===== config.mk =====
export PLATFORM = sky130hd
export DESIGN_NAME = source_tokenizer_top
export DESIGN_NICKNAME = d
export VERILOG_FILES = /design/src/hdl/stok_pkg.sv /design/src/hdl/source_tokenizer_top.sv
export SDC_FILE = /design/constraint.sdc
export NUM_CORES = 1
export LEC_CHECK = 0
export BUFFER_PORTS_ARGS = -buffer_cell sky130_fd_sc_hd__buf_2
export CAP_MARGIN = 20
export CORE_MARGIN = 8
export CORE_UTILIZATION = 55
export CTS_BUF_LIST = sky130_fd_sc_hd__clkbuf_8
export DETAILED_ROUTE_END_ITERATION = 10
export PLACE_DENSITY = 0.73
export SLEW_MARGIN = 20
export SYNTH_ARGS = -nofsm -noshare
export SYNTH_HDL_FRONTEND = slang
export SYNTH_SLANG_ARGS = --single-unit

===== constraint.sdc =====
create_clock -name clk -period 6.55 [get_ports clk]
set_input_delay 0.3275 -clock clk [delete_from_list [all_inputs] [get_ports clk]]
set_output_delay 0.3275 -clock clk [all_outputs]
set_load 0.02 [all_outputs]

===== src/hdl/stok_pkg.sv =====
package stok_pkg;

  localparam int LINE_W = 16;

  // token kinds
  localparam logic [4:0] KIND_INT       = 5'd0;
  localparam logic [4:0] KIND_IDENT     = 5'd1;
  localparam logic [4:0] KIND_KEYWORD   = 5'd2;
  localparam logic [4:0] KIND_PLUS      = 5'd3;
  localparam logic [4:0] KIND_MINUS     = 5'd4;
  localparam logic [4:0] KIND_SLASH     = 5'd5;
  localparam logic [4:0] KIND_STAR      = 5'd6;
  localparam logic [4:0] KIND_COLON     = 5'd7;
  localparam logic [4:0] KIND_DCOLON    = 5'd8;
  localparam logic [4:0] KIND_ASSIGN    = 5'd9;
  localparam logic [4:0] KIND_EQUAL     = 5'd10;
  localparam logic [4:0] KIND_SEMI      = 5'd11;
  localparam logic [4:0] KIND_LBRACE    = 5'd12;
  localparam logic [4:0] KIND_RBRACE    = 5'd13;
  localparam logic [4:0] KIND_LPAREN    = 5'd14;
  localparam logic [4:0] KIND_RPAREN    = 5'd15;
  localparam logic [4:0] KIND_COMMA     = 5'd16;
  localparam logic [4:0] KIND_EOF       = 5'd17;
  localparam logic [4:0] KIND_BAD_CHAR  = 5'd18;
  localparam logic [4:0] KIND_BAD_PUNCT = 5'd19;

  localparam logic [7:0] CH_NL    = 8'h0A;
  localparam logic [7:0] CH_UNDER = 8'h5F;
  localparam logic [7:0] CH_COLON = 8'h3A;
  localparam logic [7:0] CH_EQ    = 8'h3D;

  // keyword lengths: return, ret, int
  localparam logic [2:0] KW_LEN_RETURN = 3'd6;
  localparam logic [2:0] KW_LEN_RET    = 3'd3;
  localparam logic [2:0] KW_LEN_INT    = 3'd3;

  typedef struct packed {
    logic              is_text;
    logic [7:0]        text_byte;
    logic [4:0]        kind;
    logic [LINE_W-1:0] line;
    logic              last;
  } result_t;

  function automatic logic is_space(logic [7:0] c);
    return (c == 8'd32) || (c >= 8'd9 && c <= 8'd13);
  endfunction

  function automatic logic is_digit(logic [7:0] c);
    return c >= 8'd48 && c <= 8'd57;
  endfunction

  function automatic logic is_alpha(logic [7:0] c);
    return (c >= 8'd65 && c <= 8'd90) || (c >= 8'd97 && c <= 8'd122);
  endfunction

  function automatic logic is_punct(logic [7:0] c);
    return c >= 8'd33 && c <= 8'd126 && !is_digit(c) && !is_alpha(c);
  endfunction

  function automatic logic [4:0] punct_kind(logic [7:0] c);
    logic [4:0] k;
    unique case (c)
      8'h2B:   k = KIND_PLUS;
      8'h2D:   k = KIND_MINUS;
      8'h2F:   k = KIND_SLASH;
      8'h2A:   k = KIND_STAR;
      8'h3D:   k = KIND_EQUAL;
      8'h3B:   k = KIND_SEMI;
      8'h7B:   k = KIND_LBRACE;
      8'h7D:   k = KIND_RBRACE;
      8'h28:   k = KIND_LPAREN;
      8'h29:   k = KIND_RPAREN;
      8'h2C:   k = KIND_COMMA;
      default: k = KIND_BAD_PUNCT;
    endcase
    return k;
  endfunction

  // bit 0 return, bit 1 ret, bit 2 int: keyword character at pos equals c
  function automatic logic [2:0] kw_hit(logic [2:0] pos, logic [7:0] c);
    logic [7:0] c_return;
    logic [7:0] c_int;
    logic       v_return;
    logic       v_int;
    v_return = 1'b1;
    v_int    = 1'b1;
    unique case (pos)
      3'd0:    c_return = 8'h72;
      3'd1:    c_return = 8'h65;
      3'd2:    c_return = 8'h74;
      3'd3:    c_return = 8'h75;
      3'd4:    c_return = 8'h72;
      3'd5:    c_return = 8'h6E;
      default: begin
        c_return = 8'h00;
        v_return = 1'b0;
      end
    endcase
    unique case (pos)
      3'd0:    c_int = 8'h69;
      3'd1:    c_int = 8'h6E;
      3'd2:    c_int = 8'h74;
      default: begin
        c_int = 8'h00;
        v_int = 1'b0;
      end
    endcase
    return {v_int && (c_int == c),
            v_return && (pos < KW_LEN_RET) && (c_return == c),
            v_return && (c_return == c)};
  endfunction

endpackage


===== src/hdl/source_tokenizer_top.sv =====
// Byte-serial source tokenizer.
// Input channel (in_valid/in_ready): one source byte ch per request, or an
// end-of-input mark (end_of_input = 1, ch ignored) that closes any pending
// token and yields an eof kind.
// Output channel (out_valid/out_ready): one result per request. is_text = 1
// echoes a number or identifier byte in text_byte; otherwise kind carries a
// token kind. line is the current line count; last marks the final result
// caused by one input request. An input request gives zero, one or two results.
// An accepted request writes its results into the result queue at the accepting edge.
// Throughput: one request per cycle while each gives at most one result and
// out_ready is high; two results of one request take the port in turn. Results go
// through a three-entry result queue, and in_ready is high while that queue
// holds at most one result, so input keeps flowing while a result waits.
// When the receiver stalls the queue fills and in_ready drops; nothing is lost.
// Reset (rst, synchronous) empties the queue, returns to idle with line count
// zero and the next byte marked as the start of a line.
module source_tokenizer_top #(
  parameter int LINE_BITS = 16
) (
  input  logic        clk,
  input  logic        rst,
  input  logic        in_valid,
  output logic        in_ready,
  input  logic [7:0]  ch,
  input  logic        end_of_input,
  output logic        out_valid,
  input  logic        out_ready,
  output logic        is_text,
  output logic [7:0]  text_byte,
  output logic [4:0]  kind,
  output logic [15:0] line,
  output logic        last
);

  typedef enum logic [1:0] {
    MODE_IDLE  = 2'd0,
    MODE_NUM   = 2'd1,
    MODE_IDENT = 2'd2,
    MODE_COLON = 2'd3
  } mode_t;

  localparam int LW = stok_pkg::LINE_W;

  mode_t                mode, mode_next;
  logic [2:0]           kpos, kpos_next;
  logic [2:0]           kalive, kalive_next;
  logic [LINE_BITS-1:0] line_count, line_next;
  logic                 at_line_start, als_next;

  // idle handling of the current byte
  logic [LINE_BITS-1:0] idle_line;
  logic                 idle_als;
  mode_t                idle_mode;
  logic                 idle_emit;
  logic                 idle_start_ident;
  stok_pkg::result_t    idle_res;

  logic [LINE_BITS+LW-1:0] cur_line_ext;
  logic [LINE_BITS+LW-1:0] idle_line_ext;
  logic [LW-1:0]           cur_line;
  logic [LW-1:0]           idle_line_lo;

  logic                 has_close;
  logic [4:0]           close_kind;
  logic                 has_main;
  stok_pkg::result_t    main_res;
  logic                 use_idle;
  logic [2:0]           trk_alive;
  logic [4:0]           id_kind;

  stok_pkg::result_t    r0, r1;
  logic [1:0]           n_res;

  stok_pkg::result_t    q [3];
  stok_pkg::result_t    q_next [3];
  stok_pkg::result_t    q_shift [3];
  logic [1:0]           cnt, cnt_next, base;
  logic                 push, pop;

  assign cur_line_ext  = {{LW{1'b0}}, line_count};
  assign idle_line_ext = {{LW{1'b0}}, idle_line};
  assign cur_line      = cur_line_ext[LW-1:0];
  assign idle_line_lo  = idle_line_ext[LW-1:0];

  assign id_kind = ((kalive[0] && kpos == stok_pkg::KW_LEN_RETURN) ||
                    (kalive[1] && kpos == stok_pkg::KW_LEN_RET) ||
                    (kalive[2] && kpos == stok_pkg::KW_LEN_INT)) ?
                   stok_pkg::KIND_KEYWORD : stok_pkg::KIND_IDENT;

  assign trk_alive = kalive & stok_pkg::kw_hit(kpos, ch);

  always_comb begin
    idle_line = line_count;
    if (at_line_start && line_count != {LINE_BITS{1'b1}}) begin
      idle_line = line_count + {{(LINE_BITS-1){1'b0}}, 1'b1};
    end
    idle_als         = (ch == stok_pkg::CH_NL);
    idle_mode        = MODE_IDLE;
    idle_emit        = 1'b0;
    idle_start_ident = 1'b0;
    idle_res         = '0;
    idle_res.line    = idle_line_lo;
    priority if (stok_pkg::is_space(ch)) begin
      idle_emit = 1'b0;
    end else if (stok_pkg::is_digit(ch)) begin
      idle_mode          = MODE_NUM;
      idle_emit          = 1'b1;
      idle_res.is_text   = 1'b1;
      idle_res.text_byte = ch;
    end else if (stok_pkg::is_alpha(ch)) begin
      idle_mode          = MODE_IDENT;
      idle_start_ident   = 1'b1;
      idle_emit          = 1'b1;
      idle_res.is_text   = 1'b1;
      idle_res.text_byte = ch;
    end else if (stok_pkg::is_punct(ch)) begin
      if (ch == stok_pkg::CH_COLON) begin
        idle_mode = MODE_COLON;
      end else begin
        idle_emit     = 1'b1;
        idle_res.kind = stok_pkg::punct_kind(ch);
      end
    end else begin
      idle_emit     = 1'b1;
      idle_res.kind = stok_pkg::KIND_BAD_CHAR;
    end
  end

  always_comb begin
    mode_next     = mode;
    kpos_next     = kpos;
    kalive_next   = kalive;
    line_next     = line_count;
    als_next      = at_line_start;
    has_close     = 1'b0;
    close_kind    = stok_pkg::KIND_INT;
    has_main      = 1'b0;
    main_res      = '0;
    main_res.line = cur_line;
    use_idle      = 1'b0;
    if (end_of_input) begin
      has_close     = (mode != MODE_IDLE);
      unique case (mode)
        MODE_NUM:   close_kind = stok_pkg::KIND_INT;
        MODE_IDENT: close_kind = id_kind;
        MODE_COLON: close_kind = stok_pkg::KIND_COLON;
        default:    close_kind = stok_pkg::KIND_INT;
      endcase
      has_main      = 1'b1;
      main_res.kind = stok_pkg::KIND_EOF;
      mode_next     = MODE_IDLE;
    end else begin
      unique case (mode)
        MODE_NUM: begin
          if (stok_pkg::is_digit(ch)) begin
            has_main           = 1'b1;
            main_res.is_text   = 1'b1;
            main_res.text_byte = ch;
          end else if (!stok_pkg::is_space(ch)) begin
            has_close  = 1'b1;
            close_kind = stok_pkg::KIND_INT;
            use_idle   = 1'b1;
          end
        end
        MODE_IDENT: begin
          if (stok_pkg::is_alpha(ch) || stok_pkg::is_digit(ch) ||
              ch == stok_pkg::CH_UNDER) begin
            has_main           = 1'b1;
            main_res.is_text   = 1'b1;
            main_res.text_byte = ch;
            kalive_next        = trk_alive;
            kpos_next          = (kpos == 3'd7) ? kpos : kpos + 3'd1;
          end else begin
            has_close  = 1'b1;
            close_kind = id_kind;
            use_idle   = 1'b1;
          end
        end
        MODE_COLON: begin
          mode_next = MODE_IDLE;
          if (ch == stok_pkg::CH_COLON) begin
            has_main      = 1'b1;
            main_res.kind = stok_pkg::KIND_DCOLON;
          end else if (ch == stok_pkg::CH_EQ) begin
            has_main      = 1'b1;
            main_res.kind = stok_pkg::KIND_ASSIGN;
          end else begin
            has_close  = 1'b1;
            close_kind = stok_pkg::KIND_COLON;
            use_idle   = 1'b1;
          end
        end
        default: use_idle = 1'b1;
      endcase
    end
    // put the closing byte back through idle handling
    if (use_idle) begin
      mode_next = idle_mode;
      line_next = idle_line;
      als_next  = idle_als;
      has_main  = idle_emit;
      main_res  = idle_res;
      if (idle_start_ident) begin
        kpos_next   = 3'd1;
        kalive_next = stok_pkg::kw_hit(3'd0, ch);
      end
    end
  end

  always_comb begin
    r0         = '0;
    r0.kind    = close_kind;
    r0.line    = cur_line;
    r1         = main_res;
    if (!has_close) begin
      r0 = main_res;
    end
    n_res   = {1'b0, has_close} + {1'b0, has_main};
    r0.last = (n_res == 2'd1);
    r1.last = 1'b1;
  end

  // result queue: entry 0 drives the output port
  assign out_valid = (cnt != 2'd0);
  assign in_ready  = (cnt <= 2'd1);
  assign push      = in_valid && in_ready;
  assign pop       = out_valid && out_ready;
  assign base      = cnt - {1'b0, pop};

  always_comb begin
    q_shift[0] = pop ? q[1] : q[0];
    q_shift[1] = pop ? q[2] : q[1];
    q_shift[2] = q[2];
    for (int i = 0; i < 3; i++) begin
      q_next[i] = q_shift[i];
      if (push && n_res != 2'd0 && 2'(i) == base) begin
        q_next[i] = r0;
      end
      if (push && n_res == 2'd2 && 2'(i) == base + 2'd1) begin
        q_next[i] = r1;
      end
    end
    cnt_next = base + (push ? n_res : 2'd0);
  end

  always_ff @(posedge clk) begin
    for (int i = 0; i < 3; i++) begin
      q[i] <= q_next[i];
    end
    if (rst) begin
      cnt           <= 2'd0;
      mode          <= MODE_IDLE;
      kpos          <= 3'd0;
      kalive        <= 3'd0;
      line_count    <= '0;
      at_line_start <= 1'b1;
    end else begin
      cnt <= cnt_next;
      if (push) begin
        mode          <= mode_next;
        kpos          <= kpos_next;
        kalive        <= kalive_next;
        line_count    <= line_next;
        at_line_start <= als_next;
      end
    end
  end

  assign is_text   = q[0].is_text;
  assign text_byte = q[0].text_byte;
  assign kind      = q[0].kind;
  assign line      = q[0].line;
  assign last      = q[0].last;

endmodule


==> Word-level counts from Yosys, hierarchy flattened <==
Memories as Yosys holds them, arrays and structs flattened.
Cells that the tools add are included.
Widths: inputs -> output; s select.
{ "totals": {"ff_bits": 27, "ram_bits": 93, "input_bits": 13, "out_inout_bits": 33, "word_cells": 197, "mem_count": 1} }
{ "mem_list": {"columns": ["name", "depth", "width", "rd", "rd_ports_with_merged_regs", "wr", "line", "text"], "rows": [
  ["q", 3, 31, 3, 0, 3, "source_tokenizer_top.sv:74", "stok_pkg::result_t q [3];"]
]} }
{ "classes": {"addsub": 6, "magnitude_cmp": 12, "n_eq_ne": 36, "muxes": 88, "n_bitwise": 1, "n_reduce_logical": 47} }
{ "ops": {"columns": ["operator", "count"], "rows": [
  ["$mux 31", 10],
  ["$eq 8x6->1 const B", 11],
  ["$pmux 5 s11", 1],
  ["$mux 9", 5],
  ["$mux 3", 13],
  ["$pmux 7 s5", 1],
  ["$eq 8x8->1", 4],
  ["$mux 8", 4],
  ["$mux 5", 6],
  ["$logic_and 1x1->1", 27],
  ["$mux 1", 25],
  ["$eq 8x7->1 const B", 3],
  ["$le 8x7->1 const B", 3],
  ["$mux 2", 11],
  ["$pmux 7 s3", 1],
  ["$pmux 9 s2", 1],
  ["$add 16x1->16 const B", 1],
  ["$ge 8x6->1 const B", 2],
  ["$ge 8x7->1 const B", 2],
  ["$mux 16", 1],
  ["$ne 16x16->1 const B", 1],
  ["$mux 14", 1],
  ["$eq 3x3->1 const B", 4],
  ["$mux 4", 3],
  ["30 further kinds", 49]
]} }

==> Logic depth before layout (Yosys ltp) <==
Gate-level depths: netlist of run 1.
{ "depth": {"word_depth": 16, "ltp_mapped": 18, "depth_no_buf": 14} }

==> Worst setup path after synthesis of run 1 <==
No wires, ideal clock.
{ "synth_timing": {"path_kind": "in2reg", "start": "in ch[4]", "end": "mem q[0][10] in the netlist's numbering, enable pin", "setup_time_ns": 0.464, "arrival_time_ns": 4.191, "t_required_ns": 6.086, "slack_ns": 1.895, "stages": 16, "n_path_buf": 5, "cell_sequence": "buf_2 -> inv_1 -> or3_1 -> clkbuf_1 -> a2111o_1 -> nand3_1 -> a31oi_1 -> a311o_1 -> ha_1 -> nor2b_1 -> and3_1 -> clkbuf_1 -> nor2_1 -> clkbuf_1 -> clkbuf_1 -> nand2_1"} }
{ "synth_rtl": {"columns": ["element", "line", "text"], "rows": [
  ["start: declaration", "source_tokenizer_top.sv:24", "input logic [7:0] ch,"],
  ["end: declaration", "source_tokenizer_top.sv:74", null]
]} }

==> results of run 1 <==
## per-layer routing
| layer | vias to the layer above | routed length (µm) | global-route usage (%) |
|---|---|---|---|
| met5 | - | 0 | 0 |
| met4 | 0 | 235 | 5.62 |
| met3 | 22 | 2280 | 6.25 |
| met2 | 355 | 8440 | 31.6 |
| met1 | 3013 | 9160 | 32.8 |
| li1 | 2993 | - | - |
## cells by family (layout without fill, tap and decap cells)
group	after synthesis	after routing	synth area share, %
AO/OA/AOI/OAI	246	246	22.4
flip-flops	120	120	44.0
buffers and inverters	117	105	7.77
adder cells (fa/ha/maj)	16	16	2.64
multiplexers	5	5	0.684
other	1	1	0.0500
XOR/XNOR	29	29	3.39
AND/OR/NAND/NOR	287	287	19.1
## worst max-delay path, cell delays in order
cell	delay [ns]
buf_2	0.24
or2_1	0.33
o41a_1	0.41
a2111o_1	0.53
nand3_1	0.29
a31oi_1	0.11
a311o_1	0.37
ha_1	0.21
nor2b_1	0.17
and3_1	0.33
nor2_2	0.52
buf_4	0.37
nand2_1	0.09
buf_4	0.27
## registers in the layout, indices dropped and copies added (netlist names)
register	count
kalive	3
cnt	2
at_line_start	1
cur_line	16
mode	2
q	93
kpos	3
## power groups by stage
stage,registers [mW],clock network (mW),logic [mW]
2_1_floorplan,1.21,0,0.764
6_report,1.21,0.671,0.953
4_1_cts,1.22,0.678,0.944
3_5_place_dp,1.23,0,0.941
5_1_grt,1.24,0.710,1.03
3_3_place_gp,1.22,0,0.925
## cell type report
type / instances / share of cell area, %
multi-input combinational: 584 / 45.9
sequential: 120 / 41.7
timing repair buffer: 53 / 3.60
clock buffer: 17 / 2.96
tap: 176 / 2.78
clock inverter: 15 / 2.02
inverter: 20 / 0.964
## per-stage QoR
stage / cells / hold slack [ns] / setup WS (ns) / total power [mW] / util [%]
2_1_floorplan: 821 / 0.445 / 1.89 / 1.98 / -
6_report: 985 / 0.273 / 2.12 / 2.84 / 59.5
3_5_place_dp: 953 / 0.464 / 1.79 / 2.17 / 56.6
4_1_cts: 985 / 0.249 / 2.26 / 2.84 / 59.5
5_1_grt: 985 / 0.277 / 1.85 / 2.98 / 59.5
3_3_place_gp: 953 / 0.460 / 1.93 / 2.15 / 56.6
## layout by cell type, fill, tap and decap left out, types with 6 or more instances in the layout
cell type and count:
a211oi_1 6, a21o_1 6, a21oi_1 61, a22o_1 17, a22oi_1 6, a311oi_1 8
a31oi_1 22, and2_1 9, and3_1 16, buf_2 45, buf_4 8, clkbuf_8 17
dfxtp_1 30, edfxtp_1 90, ha_1 15, inv_1 18, nand2_1 72, nand3_1 37
nand4_1 9, nor2_1 64, nor2b_1 7, nor3_1 28, nor4_1 8, o211ai_1 10
o21ai_0 46, o221a_2 7, o22ai_1 8, or3_1 9, xnor2_1 21, xor2_1 8
## final timing paths
| check | start | endpoint | slack (ns) | cells after the start |
|---|---|---|---|---|
| max | ch[2] | q[0][17] | 2.12 | 14 |
| min | in_valid | cnt[1] | 0.27 | 4 |
| max reg2reg | mode[0] | q[0][17] | 2.15 | 14 |
| min reg2reg | q[0][62] | q[0][62] | 0.49 | 2 |
==> metrics.md, run 1 <==
| Metric | Value |
|---|---|
| First-pass GRT wire length | 31600 µm |
| Die ar. | 0.0176 mm² |
| Die extent in y | between 100 and 150 µm |
| Worst EP required | 6.71 ns |
| CP max FO | 30 |
| Total core area | 0.0133 mm² |
| Synth Warn # | 0 |
| All-Layer GR Usage | 22.4% |
| Reg power frac | 42.8% |
| WL per Instance | 20.4 µm |
| Leak Pwr | 2.70 nW |
| Post-layout min period | approximately 4.4 ns |
| Synth Area per Inst | 9.14 µm² |
| Critical path type | input pin to flip-flop |
| Final WL | 20100 µm |
| Hold Buf Count CTS | 0 |
| Multi-input logic area | between 0.003 and 0.004 mm² |
| Register area | 0.00330 mm² |
| Post-DP HPWL | 13800 µm |
| Most common cell in the netlist | edfxtp_1 |
| Synth top area share | 36.0% |
| Syn nets | 849 |
| Synth area leaders | edfxtp_1 36%, dfxtp_1 8.0%, a21oi_1 4.1%, nand2_1 3.7%, nor2_1 3.3% |
| CTS H-Tree Depth | 4 |
| Switching power total | 1.02 mW |
| Internal power | 1.82 mW |
| Max cap viols | 0 |
| Worst slew margin | 25.1% |
| Diodes inserted | 0 |
| Routed Antenna Nets | 0 |
| Port buffer count | 45 |
| Final setup viols | 0 |
| Post-synthesis register bit count | 120 |
| Layout fillers | roughly 1100 |
| Horiz. Die Dim | 133 µm |
| Layout area overhead | 5.54% |
| Critical Path AT | between 4 and 5 ns |
| RSZ-0062 raised after global routing | false |
| Clock root buffer | clkbuf_8 |
| CTS buffer count | 17 |
| Worst IR Drop VDD | 0.171 mV |
| CP Capture Type | flip-flop |
| Final hold vios | 0 |
| Num rows | 42 |
| Setup bufs post-CTS | 0 |
| Clk_lat worst skew | 0.44 ns |
| DRC | 0 |
| I/O pin cnt | 46 |
| Proportion of power drawn by combinational gates | 33.6% |
| HP Class | input pin to flip-flop |
| Period utilisation layout | 67.6% |
| Final setup TNS | 0 ns |
| Dpl cell area | approximately 0.0075 mm² |
| Clock tree sinks | 120 |
| Startpoint Class | input pin |
| Seq/Total Area, Yosys | 44.0% |
| Clock Skew | ~0.0079 ns |
| Vias/cell | approximately 6.5 |
| Vias in the first global route | 5743 |
| PD cells | about 360 mW/mm² |
| Cell Area, Synth | approximately 0.0075 mm² |
| Net Sw Frac | between 30 and 40% |
| Clk buf depth | 2 |
| Largest area contributor in the netlist | edfxtp_1 |
| DRT Pass-1 Iters | 8 |
| Initial antenna violation count | 0 |
| Outcome | finished, final reports clean |
| Post-synth cell types | 82 |
| Largest net degree at the start of global routing | 31 |
| Layout cells sized above 1 | 13.7% |
| Post_cts resized | 0 |
| Async set or reset register ratio after synthesis | 0% |
| Initial core utilization | between 50% and 60% |
| DRT iter0 DRCs | 1134 |
| Slew @ Worst Pin | 1.12 ns |
| Synth Instances | 821 |
| Post-synth EDFFs | 90 |
| Worst-path clk slew | 0.07 ns |
| CTS tree | built |
| Final Max Tran Viols | 0 |
| Max Freq | about 230 MHz |
| Routed vias | 6383 |
| Synth Flop Type | edfxtp_1 |
| Placer Congestion | 0.951 |
| Total grt overflow | 0 |
| Synth cell count leaders | 90 x edfxtp_1, 73 x nand2_1, 65 x nor2_1 |
| Fin nets | 824 |
| Finished Cell Area | 0.00792 mm² |
| Clock power share | between 20% and 30% |
Note: power is estimated with default switching activity, not from simulation.
==> run 2: changes to the inputs <==
clock period = 4.2 ns   (was 6.55 ns; I/O delays follow)
==> metrics.md, run 2 (same netlist as run 1, synthesis figures left out) <==
| Metric | Value |
|---|---|
| Layout fillers | 1147 (+0.79%) |
| Final Max Tran Viols | 0 (unchanged) |
| Total core area | 0.0133 mm² (unchanged) |
| Launch point of the worst reg-to-reg path | mode[0] |
| WL per Instance | 20.1 µm (-1.5%) |
| Initial antenna violation count | 0 (unchanged) |
| Commonest non-fill, non-tap cell in the layout | edfxtp_1 |
| Fin nets | 844 (+2.4%) |
| HP Class | input pin to flip-flop |
| Layout cells sized above 1 | 15.7% (+2.0 points) |
| Routed Antenna Nets | 0 (unchanged) |
| CP Capture Type | flip-flop |
| I/O pin cnt | 46 (unchanged) |
| All-Layer GR Usage | 22.9% (+0.49 points) |
| Vias/cell | 6.51 (+0.39%) |
| Diodes inserted | 0 (unchanged) |
| Worst slack at placement | 0.178 ns (-1.61 ns) |
| Worst slew margin | 41.0% (+16 points) |
| Worst EP required | 4.39 ns (-2.32 ns) |
| Max cap viols | 0 (unchanged) |
| Largest net degree at the start of global routing | 38 (+23%) |
| Worst Setup SP | mode[0] |
| Placer Congestion | 0.985 (+3.7%) |
| PD cells | 552 mW/mm² (+54%) |
| Startpoint Class | flip-flop |
| Leak Pwr | 2.80 nW (+4.0%) |
| Clk_lat worst skew | 0.46 ns (+0.02 ns) |
| Clk buf depth | 2 (unchanged) |
| Horiz. Die Dim | 133 µm (unchanged) |
| CTS buffer count | 17 (unchanged) |
| Final setup viols | 0 (unchanged) |
| Worst IR Drop VDD | 0.265 mV (+55%) |
| CP max FO | 10 (-67%) |
| Slowest stage delay, CP | 0.42 ns (-0.11 ns) |
| Final WS setup | 0.402 ns (-1.72 ns) |
| Max FFs per register | 93 (unchanged) |
| DRT iter0 DRCs | 929 (-18%) |
| Total grt overflow | 0 (unchanged) |
| Placed Cells | 973 (+2.1%) |
| Clock root buffer | clkbuf_8 |
| Die extent in y | 133 µm (unchanged) |
| Final setup TNS | 0 ns (unchanged) |
| Clock tree sinks | 120 (unchanged) |
| Post_cts resized | 0 (unchanged) |
| RSZ-0062 raised after global routing | false |
| Final non-filler cell total | 1005 (+2.0%) |
| Clock Skew | 0.0178 ns (+0.00993 ns) |
| Finished Core Util | 60.9% (+1.3 points) |
| Hold Buf Count CTS | 0 (unchanged) |
| Worst-path clk slew | 0.07 ns (about the same) |
| First-pass GRT wire length | 32500 µm (+3.1%) |
| Period utilisation layout | 90.4% |
| Initial core utilization | 56.4% (unchanged) |
| Crit-path cells | inv_1 -> ha_1 -> inv_1 -> a2111o_1 -> nand3_1 -> a31oi_1 -> a311o_1 -> ha_1 -> nor2b_1 -> and3_1 -> nor2_2 -> a221oi_1 -> o21a_1 -> a211oi_1 |
| DRC | 0 (unchanged) |
| Setup bufs post-CTS | 0 (unchanged) |
| CP max stage cell | a211oi_1 |
| Die ar. | 0.0176 mm² (unchanged) |
| Slew @ Worst Pin | 0.884 ns (-0.236 ns) |
| CTS tree | built |
| Routed vias | 6538 (+2.4%) |
| DRT Pass-1 Iters | 5 (-3) |
| Num rows | 42 (unchanged) |
| Final hold vios | 0 (unchanged) |
| Post-DP HPWL | 14400 µm (+3.6%) |
| Biggest register | q |
| Vias in the first global route | 6051 (+5.4%) |
| Layout area overhead | 7.89% |
| Hold_sp | in_valid |
| Max Freq | approximately 260 MHz |
| Critical Path AT | 3.99 ns (-0.60 ns) |
| Post-layout min period | 3.80 ns |
| Final WL | 20200 µm (+0.53%) |
| Outcome | finished, final reports clean |
| Critical path type | flip-flop to flip-flop |
| Port buffer count | 45 (unchanged) |
| CTS H-Tree Depth | 4 (unchanged) |
| Commonest non-fill, non-tap cells in the layout | 90 x edfxtp_1, 72 x nand2_1, 64 x nor2_1, 61 x a21oi_1, 46 x o21ai_0 |
## run 2: report_power, final
group	switching, mW	internal [mW]
sequential	0.107	1.78
combinational	0.998	0.528
clock	0.481	0.576
total	1.59	2.88
## run 2: critical path: cells and delay by family, from the launching register on
kind	cells	cell delay, ns
AND/OR/NAND/NOR	4	0.79
AO/OA/AOI/OAI	6	1.60
flip-flops	1	0.34
buffers and inverters	2	0.23
adder cells (fa/ha/maj)	2	0.58
## run 2: cell type report
type / instances / area (µm²) / share of cell area (%)
Inverter: 20 / 76.3 / 0.943
Multi-Input combinational cell: 584 / 3640 / 45.0
Tap cell: 176 / 220 / 2.72
Clock inverter: 15 / 160 / 1.98
Clock buffer: 17 / 234 / 2.89
Sequential cell: 120 / 3300 / 40.8
Timing Repair Buffer: 73 / 460 / 5.69
## run 2: per-stage QoR
step	area, µm²	hold WS (ns)	power, mW
floorplan	7510	0.445	3.09
global placement	7700	0.466	3.38
detailed placement	7700	0.473	3.43
CTS	8090	0.126	4.47
global route	8090	0.151	4.69
finish	8090	0.151	4.47
## run 2: path summary, 6_finish.rpt
kind | slack, ns | endpoint | depth (start not counted)
max | 0.40 | q[0][16] | 14
min | 0.15 | cnt[1] | 4
max reg2reg | 0.40 | q[0][16] | 14
min reg2reg | 0.49 | q[0][62] | 2
## run 2: per-layer routing
metal	share of wire, %	wire length, µm	GRT usage, %
met1	45	9020	32.6
met2	43	8710	32.7
met3	11	2200	6.28
met4	1.5	298	7.57
met5	0	0	0
